<file path="config.mk">
export PLATFORM = sky130hd
export DESIGN_NAME = sbt_queue
export DESIGN_NICKNAME = d
export VERILOG_FILES = /design/src/hdl/sorted_beat_table_nearest_macros.svh /design/src/hdl/sbt_pkg.sv /design/src/hdl/sbt_queue.sv
export SDC_FILE = /design/constraint.sdc
export NUM_CORES = 1
export LEC_CHECK = 0
export ABC_CLOCK_PERIOD_IN_PS = 3500
export BUFFER_PORTS_ARGS = -buffer_cell sky130_fd_sc_hd__buf_2
export CAP_MARGIN = 20
export CORE_MARGIN = 2
export CORE_UTILIZATION = 40
export CTS_CLUSTER_SIZE = 28
export DETAILED_ROUTE_END_ITERATION = 16
export GPL_TIMING_DRIVEN = 0
export PLACE_DENSITY_LB_ADDON = 0.2
export SETUP_SLACK_MARGIN = 0.02
export SLEW_MARGIN = 15
export SYNTH_ARGS = -nofsm -noshare
export SYNTH_HDL_FRONTEND = slang
export SYNTH_SLANG_ARGS = --single-unit
</file>
<file path="constraint.sdc">
create_clock -name clk_i -period 3.5 [get_ports clk_i]
set_input_delay 0 -clock clk_i [delete_from_list [all_inputs] [get_ports clk_i]]
set_output_delay 0 -clock clk_i [all_outputs]
set_load 0.005 [all_outputs]
</file>
<file path="src/hdl/sorted_beat_table_nearest_macros.svh">
// Assertion macros for the beat table top level.
// No dependencies.
`ifndef SORTED_BEAT_TABLE_NEAREST_MACROS_SVH
`define SORTED_BEAT_TABLE_NEAREST_MACROS_SVH
// Implication checked on every clock edge outside reset.
`define SBT_ASSERT_IMP(lbl, ante, cons) \
  lbl: assert property (@(posedge clk_i) disable iff (!rst_ni) (ante) |-> (cons)) \
    else $error("assertion failed");
// Next-cycle implication.
`define SBT_ASSERT_NXT(lbl, ante, cons) \
  lbl: assert property (@(posedge clk_i) disable iff (!rst_ni) (ante) |=> (cons)) \
    else $error("assertion failed");
`endif

</file>
<file path="src/hdl/sbt_pkg.sv">
// Package for the sorted beat table: widths, commands, back-end states.
// No dependencies.
`timescale 1ns / 1ps
package sbt_pkg;
  localparam int unsigned CapacityDef = 256;
  localparam int unsigned TimeW  = 32;
  localparam int unsigned SlotW  = 8;
  localparam int unsigned CountW = 9;
  localparam int unsigned TempoW = 36;
  localparam int unsigned ManW   = 20;
  localparam logic [TempoW-1:0] TempoNum = 36'd60000000000;

  typedef enum logic [1:0] {
    CMD_ADD   = 2'd0,
    CMD_NEAR  = 2'd1,
    CMD_READ  = 2'd2,
    CMD_CLEAR = 2'd3
  } cmd_e;

  localparam logic CFG_MAN_TEMPO = 1'b0;
  localparam logic CFG_AUD_LEN   = 1'b1;

  typedef struct packed {
    cmd_e              cmd;
    logic [TimeW-1:0]  tm;
    logic [SlotW-1:0]  slot;
  } item_t;

  typedef enum logic [3:0] {
    ST_IDLE, ST_SCAN, ST_SCAN_W, ST_SHIFT, ST_SHIFT_W, ST_PUT, ST_RDX, ST_RDX_W,
    ST_ENDS, ST_ENDS_W, ST_ENDS_W2, ST_DIV1, ST_DIV2, ST_OUT
  } bk_state_e;
endpackage

</file>
<file path="src/hdl/sbt_queue.sv">
// Front end: two-entry FIFO holding accepted command beats.
// Depends on sbt_pkg.
`timescale 1ns / 1ps
module sbt_queue (
  input  logic          clk_i,
  input  logic          rst_ni,
  input  logic          in_valid_i,
  output logic          in_ready_o,
  input  sbt_pkg::item_t in_item_i,
  output logic          q_valid_o,
  input  logic          q_ready_i,
  output sbt_pkg::item_t q_item_o
);
  import sbt_pkg::*;
  item_t      mem_q [2];
  logic       wp_q, rp_q;
  logic [1:0] cnt_q;
  logic       push, pop;

  assign in_ready_o = (cnt_q != 2'd2);
  assign q_valid_o  = (cnt_q != 2'd0);
  assign push = in_valid_i && in_ready_o;
  assign pop  = q_valid_o && q_ready_i;
  assign q_item_o = mem_q[rp_q];

  always_ff @(posedge clk_i) begin
    if (push) mem_q[wp_q] <= in_item_i;
  end

  always_ff @(posedge clk_i or negedge rst_ni) begin
    if (!rst_ni) begin
      wp_q <= 1'b0; rp_q <= 1'b0; cnt_q <= 2'd0;
    end else begin
      if (push) wp_q <= ~wp_q;
      if (pop) rp_q <= ~rp_q;
      cnt_q <= cnt_q + {1'b0, push} - {1'b0, pop};
    end
  end
endmodule

</file>
---- Word-level counts from Yosys, hierarchy flattened ----
Memory sizes are Yosys's and may differ from the RTL's.
Cells that the tools add are included.
Widths: inputs -> output; s select.
operators by class
  $add $sub $neg .......................... 2
  equal/unequal tests ..................... 1
  mux-type cells .......................... 2
  bitwise logic cells ..................... 2
  reduce and logical (&&, ||, !) cells .... 3
operators by type and width
  cell                number
  $add 2x1->2         1
  $logic_and 1x1->1   2
  $mux 1              2
  $ne 2x2->1 const B  1
  $not 1->1           2
  $reduce_bool 2->1   1
  $sub 2x1->2         1
word-level totals
  flip-flop bits (word level) ............. 4
  bits in writable memories ............... 84
  bits of input ports ..................... 46
  output and inout port bits .............. 44
  word-level logic and storage cells ...... 14
  memories ................................ 1
memory list
  memory  words  bits a word  read ports  clocked after Yosys merged registers in  wr ports  RTL line         RTL
  mem_q   2      42           1           0                                        1         sbt_queue.sv:15  item_t mem_q [2];

---- Depth between registers and ports, before layout ----
Gate-level depths: netlist of run 1.
  depth in word-level cells ............... 4
  mapped depth ............................ 7
  mapped depth without buffers ............ 7

---- Worst setup path after synthesis of run 1 ----
OpenSTA, ideal clock, no wires.
  path type ............................... register to register
  start ................................... reg cnt_q[1]
  end ..................................... mem mem_q[0][0] (netlist bit) (enable)
  library setup time ...................... 0.441 ns
  arrival ................................. 2.381 ns
  required time ........................... 3.059 ns
  setup slack ............................. 0.677 ns
  stages on the path, launching flop included .. 4
  clock period less this slack ............ 2.823 ns
  cell sequence ........................... dfrtp_1 > nand2b_1 > nand2_1 > nor2_1
between the ends
  word-level cells in the longest chain between the ends .. 4
RTL lines
  element                       RTL line         RTL
  start: declaration            sbt_queue.sv:17  logic [1:0] cnt_q;
  start signal: assignment      sbt_queue.sv:36  cnt_q <= cnt_q + {1'b0, push} - {1'b0, pop};
  $ne 2x2->1                    sbt_queue.sv:20  assign in_ready_o = (cnt_q != 2'd2);
  named net in_ready_o          sbt_queue.sv:8   output logic in_ready_o,
  $logic_and 1x1->1             sbt_queue.sv:22  assign push = in_valid_i && in_ready_o;
  $mux 1                        sbt_queue.sv:27  if (push) mem_q[wp_q] <= in_item_i;
  $mux 1 (implied by the code)  sbt_queue.sv:27
  end: declaration              sbt_queue.sv:15
The timed path passes the listed nets, and every way through them passes these cells.

---- Worst setup path after layout of run 1 ----
  start ................................... reg cnt_q[1]
  end ..................................... mem mem_q[0][7] (netlist bit) (enable)
between the ends
  word-level cells in the longest chain between the ends .. 4
RTL lines
  element                       RTL line
  $ne 2x2->1                    sbt_queue.sv:20
  $logic_and 1x1->1             sbt_queue.sv:22
  $mux 1                        sbt_queue.sv:27
  $mux 1 (implied by the code)  sbt_queue.sv:27
No other way between the ends.

==> metrics.cfg, run 1 <==
[drt]
routedWlPerCell_um = 14.2
routed_wl_um = 5720
via_per_inst = 4.44
vias = 1789
drt-initial-drc-count = 50
ant_nets = 0
drc = 0
dr.pass1.iters = 4

[grt]
grt_pass1_wl_um = 8870
grt_max_degree = 23
first_global_vias = 1881
grt_usage_pct = 13.3
antenna_found_initial = 0
grt-ovfl-total = 0

[timing]
rsz0062_at_grt = false
setup_ws_ns = 1.68
finalClockSkew_ns = 0.00681
fin_crit_ns = 1.82
hold_viol = 0
final.period_utilization_pct = 51.9
setup_violations = 0
worstMarginPinSlew_ns = 0.727
fmax_mhz = 550
drv_slew = 0
slew_headroom_pct = 51.4

[die]
fp.coreArea_um2 = 8220
die-height_um = 96.2
start_util_pct = 41.3
num_rows = 33
dieWidth_um = 96.2
dieArea_um2 = 9250
ios = 90

[final_layout]
layoutNonFillerInstCount = 403
syn2layout_area_growth_pct = 38.5
diodes = 0
drive_above_1_share_pct = 51.7
nNetsFinal = 343
num-fill-cells = 672
layout_commonest_cell = buf_2
layout_common_cells = buf_2 (89), edfxtp_1 (84), dlygate4sd3_1 (45), mux2_4 (39), clkbuf_8 (9)
fin_area_um2 = 4700

[placed_design]
portBuffers = 89
dp_cells = 344
placed_cell_area_um2 = 4030
place.gp.congestion = 0.624
post-place-ws_ns = 1.66
place_hpwl_um = 3660

[pwr]
p_int_w = 0.00259
p_per_area_nw_per_um2 = 742
seqPwrFrac_pct = 43.2
switching_share_pct = 25.7
p_switching_w = 0.000896
ir_drop_mv = 0.312
combinationalPowerShare_pct = 34.3
p_leak_nw = 1.91
power_frac_clock_pct = 22.5

[critical_path]
end_kind = flop
crit_path_top_delay_cell = nor2_4
cp_slowest_stage_delay_ns = 0.59
worst_setup_path_start_kind = flop
worstSetupPathType = reg -> reg
path_delay_family = simple AND/OR/NAND/NOR gates
cp_data_arrival_time_ns = 1.87
path_cells = nand2b_1, nand2_1, nor2_4, buf_16
crit_required_ns = 3.55
cp_max_fo = 22
path_buf_inv = 1

[min_path]
hp-class = in -> reg

[run_status]
status = finished clean

[cts]
clockBufferDepth = 2
cts.sinks = 88
htree_levels = 3
cts.reportedPaths.clkPinSlew_ns = 0.08
cts_tree = yes
clk_latency_ns = 0.34
cts-buffers-inserted = 9
post_cts_buffers = 0
cts_root_buffer = clkbuf_8

[synth]
ys_ff_latch = 88
synth.distinct_cells = 15
netlist_area_um2 = 3400
yosys_warnings = 0
yosysTopAreaCellShare_pct = 74.3
synthTopCellsByArea = edfxtp_1 (74%), mux2_4 (17%), dfrtp_1 (2.9%), buf_6 (1.7%), mux2_2 (0.99%)
seq_area_frac_synth_pct = 77.2
syn_avg_cell_area_um2 = 23.0
synth_fp_nets = 196
synth_largest_area_cell = edfxtp_1
synth_cells = 148

[job]
drv_cap = 0

==> cell type report <==
class	instances	area, µm²	area share [%]
multi-input combinational	54	723	15.4
tap	105	131	2.79
buffer	5	56.3	1.20
sequential	88	2620	55.8
clock inverter	4	95.1	2.02
inverter	1	3.75	0.0798
clock buffer	10	128	2.71
timing repair buffer	136	943	20.1
==> metal layers <==
layer / global-route usage (%) / part of all wire [%]
met1: 14.8 / 39
met5: 0 / 0
met2: 23.3 / 54
met4: 7.50 / 1.8
met3: 3.05 / 4.5
==> worst register-to-register path, stage by stage (launching register included) <==
cell and delay [ns]:
dfrtp_1 0.41, nand2b_1 0.11, nand2_1 0.15, nor2_4 0.59
buf_16 0.24
==> power groups by stage <==
stage	clock (W)	combinational, W	sequential (W)
final	0.000784	0.00120	0.00151
after global routing	0.000848	0.00132	0.00153
after CTS	0.000809	0.00123	0.00151
after detailed placement	0	0.00119	0.00153
after global placement	0	0.00113	0.00154
after floorplan	0	0.000764	0.00152
==> Yosys cell counts <==
cell type,instances
edfxtp_1,84
mux2_4,39
buf_6,5
dfrtp_1,4
mux2_2,3
xnor2_1,3
ha_1,2
and2_4,1
and3_1,1
inv_1,1
nand2_1,1
nand2b_1,1
nor2_1,1
or2_1,1
xor2_1,1
==> path summary, 6_finish.rpt <==
| path | end | slack, ns | startpoint | cells past startpoint |
|---|---|---|---|---|
| max | mem_q[0][7]$_DFFE_PP_ | 1.68 | cnt_q[1]$_DFF_PN0_ | 4 |
| max reg2reg | mem_q[0][7]$_DFFE_PP_ | 1.68 | cnt_q[1]$_DFF_PN0_ | 4 |
| min | wp_q$_DFFE_PN0N_ | 0.08 | in_valid_i | 3 |
| min reg2reg | cnt_q[0]$_DFF_PN0_ | 0.53 | cnt_q[0]$_DFF_PN0_ | 1 |
| min in group asynchronous | wp_q$_DFFE_PN0N_ | 0.56 | rst_ni | 3 |
| max in group asynchronous | rp_q$_DFFE_PN0P_ | 2.75 | rst_ni | 3 |
==> repair_timing <==
item                      4_1_cts  5_1_grt
hold buffers                   45        0
hold endpoints to repair       89        0
resized for setup               0        0
==> sequential cells by signal, indices dropped and copies added (netlist names) <==
name / cells
wp_q: 1
rp_q: 1
mem_q: 84
cnt_q: 2
==> cells by family (layout without fill, tap and decap cells) <==
| group | Yosys count | after routing | synth area share (%) |
|---|---|---|---|
| muxes | 42 | 42 | 18.2 |
| DFF | 88 | 88 | 77.2 |
| xor gates and xnor gates | 4 | 4 | 1.03 |
| buffers and inverters | 6 | 156 | 1.77 |
| adders and majority gates | 2 | 2 | 0.737 |
| and+or+nand+nor | 6 | 6 | 1.03 |
==> through the flow <==
stage,power (W),hold slack [ns],TNS (ns),util [%]
2_1_floorplan,0.00229,-0.296,0,-
3_3_place_gp,0.00267,-0.188,-20.24,48.4
3_5_place_dp,0.00272,-0.186,0,49.0
4_1_cts,0.00355,0.0346,0,57.2
5_1_grt,0.00370,0.0950,0,57.2
6_report,0.00349,0.0792,0,57.2
No activity file was read; power rests on OpenSTA's default activity.
==> run 2, diff against run 1 <==
--- a/config.mk
+++ b/config.mk
@@ -5,7 +5,7 @@
 export SDC_FILE = /design/constraint.sdc
 export NUM_CORES = 1
 export LEC_CHECK = 0
-export ABC_CLOCK_PERIOD_IN_PS = 3500
+export ABC_CLOCK_PERIOD_IN_PS = 1700
 export BUFFER_PORTS_ARGS = -buffer_cell sky130_fd_sc_hd__buf_2
 export CAP_MARGIN = 20
 export CORE_MARGIN = 2
==> constraint.sdc (replaced) <==
create_clock -name clk_i -period 1.7 [get_ports clk_i]
set_input_delay 0 -clock clk_i [delete_from_list [all_inputs] [get_ports clk_i]]
set_output_delay 0 -clock clk_i [all_outputs]
set_load 0.005 [all_outputs]
==> metrics.cfg, run 2 (synthesized netlist as in run 1, its figures left out) <==
[timing]
final.period_utilization_pct = 96.8  ; +45 points
slew_headroom_pct = 60.0  ; +8.5 points
fmax_mhz = 608  ; +10%
hold_viol = 0  ; unchanged
fin_setup_tns_ns = 0  ; unchanged
drv_slew = 0  ; unchanged
setup_violations = 0  ; unchanged
holdWs_ns = 0.0540  ; -0.0252 ns
worstMarginPinSlew_ns = 0.601  ; -0.126 ns
finalClockSkew_ns = 0.00847  ; +0.00165 ns
rsz0062_at_grt = true
setup_ws_ns = 0.0539  ; -1.63 ns
fin_crit_ns = 1.65  ; -0.172 ns

[pwr]
p_per_area_nw_per_um2 = 1480  ; +100%
p_total_w = 0.00695  ; +99%
p_leak_nw = 1.90  ; -0.27%
ir_drop_mv = 1.01  ; +220%

[critical_path]
crit_required_ns = 1.93  ; -1.62 ns
reg2reg_from = cnt_q[1]$_DFF_PN0_
cp_max_fo = 3  ; -86%
worst_setup_path_start_kind = flop
r2r-end = cnt_q[1]$_DFF_PN0_
end_kind = flop
cp_data_arrival_time_ns = 1.88  ; about the same
r2r_cells = 7  ; +3
rrSetupSlack_ns = 0.05  ; -1.63 ns
worstSetupPathType = reg -> reg

[min_path]
hp-class = in -> reg
hp-start = in_valid_i
hold_depth = 3  ; unchanged
hold_path_end = wp_q$_DFFE_PN0N_

[cts]
cts.reportedPaths.clkPinSlew_ns = 0.08  ; about the same
cts_root_buffer = clkbuf_8
htree_levels = 3  ; unchanged
clk_latency_ns = 0.34  ; about the same
cts-buffers-inserted = 9  ; unchanged
clockBufferDepth = 2  ; unchanged
cts_tree = yes
cts.sinks = 88  ; unchanged

[final_layout]
largest_reg_flops = 84  ; unchanged
syn2layout_area_growth_pct = 38.2
largest-register = mem_q
layout_common_cells = buf_2 (89), edfxtp_1 (84), dlygate4sd3_1 (45), mux2_4 (39), clkbuf_8 (9)
drive_above_1_share_pct = 53.0  ; +1.3 points
num-fill-cells = 645  ; -4.0%
diodes = 0  ; unchanged
multi_input_area_um2 = 746  ; +3.1%
top_regs = mem_q: 84 flops, cnt_q: 2 flops
layout_commonest_cell = buf_2
nNetsFinal = 346  ; +0.87%
layoutNonFillerInstCount = 407  ; +0.99%
seqCellArea_um2 = 2620  ; unchanged

[grt]
grt_pass1_wl_um = 8500  ; -4.1%
grt_usage_pct = 12.6  ; -0.70 points
grt_max_degree = 43  ; +87%
first_global_vias = 1793  ; -4.7%
grt-ovfl-total = 0  ; unchanged
antenna_found_initial = 0  ; unchanged

[drt]
vias = 1811  ; +1.2%
routed_wl_um = 5650  ; -1.1%
dr.pass1.iters = 4  ; unchanged
routedWlPerCell_um = 13.9  ; -2.1%
drc = 0  ; unchanged
drt-initial-drc-count = 33  ; -34%
ant_nets = 0  ; unchanged
via_per_inst = 4.45  ; +0.23%

[die]
fp.coreArea_um2 = 8220  ; unchanged
ios = 90  ; unchanged
start_util_pct = 41.3  ; unchanged
dieWidth_um = 96.2  ; unchanged
num_rows = 33  ; unchanged
dieArea_um2 = 9250  ; unchanged
die-height_um = 96.2  ; unchanged

[placed_design]
place.gp.congestion = 0.638  ; +2.2%
place_hpwl_um = 3490  ; -4.5%
dp_cells = 343  ; -0.29%
post-place-ws_ns = -0.126  ; -1.79 ns
portBuffers = 89  ; unchanged

[job]
drv_cap = 0  ; unchanged

[run_status]
status = finished clean

[run 2: cell count changes in the layout (fill, tap and decap cells not counted), sizes merged]
| cell | change |
|---|---|
| bufinv | -2 |
| buf | +2 |
| nor2 | +1 |
| clkinv | +3 |
[run 2: final cells by class]
cell class,instances,area share [%]
Sequential cell,88,55.9
Timing Repair Buffer,138,20.4
Multi-Input combinational cell,55,15.9
Tap cell,105,2.80
Clock buffer,10,2.72
Buffer,5,1.20
Clock inverter,5,1.04
Inverter,1,0.0800
[run 2: power breakdown]
part	internal [W]	switching [W]	total [W]
registers	0.00297	0.000150	0.00312
clock network	0.000659	0.000647	0.00131
logic	0.00146	0.00106	0.00253
total	0.00509	0.00186	0.00695
[run 2: worst max path at each step]
stage	start	end	slack (ns)	depth (start not counted)
2_1_floorplan	cnt_q[1]$_DFF_PN0_	mem_q[0][0]$_DFFE_PP_	0.02	3
3_3_place_gp	cnt_q[1]$_DFF_PN0_	mem_q[0][23]$_DFFE_PP_	-0.39	3
3_5_place_dp	cnt_q[1]$_DFF_PN0_	mem_q[1][30]$_DFFE_PP_	-0.13	2
4_1_cts	cnt_q[1]$_DFF_PN0_	mem_q[1][23]$_DFFE_PP_	-0.16	2
5_1_grt	cnt_q[1]$_DFF_PN0_	cnt_q[1]$_DFF_PN0_	-0.008	7
6_report	cnt_q[1]$_DFF_PN0_	cnt_q[1]$_DFF_PN0_	0.05	7
[run 2: per-stage QoR]
step	utilization, %	instance area (µm²)
after global routing	57.1	4690
after floorplan	-	3410
after global placement	48.5	3980
final	57.1	4690
after CTS	56.5	4640
after detailed placement	48.8	4010
[run 2: repair_timing]
item,in CTS,in global routing
cloned,0,1
endpoints found under the setup margin,65,85
hold endpoints to repair,89,0
resized for setup,1,3
hold buffers,45,0
pin swaps,0,3
buffers inserted,0,3
[run 2: metal layers]
layer,vias up,part of all wire (%),global-route usage [%]
li1,880,-,-
met1,864,42,15.4
met4,0,2.0,6.79
met2,56,50,20.8
met5,-,0,0
met3,11,5.2,2.82
[run 2: worst max-delay path, cell delays in order (launching register included)]
cell and delay (ns):
dfrtp_1 0.43, or2_1 0.24, and2_4 0.14, ha_1 0.27
inv_1 0.04, ha_2 0.17, xnor2_2 0.13, xnor2_1 0.12
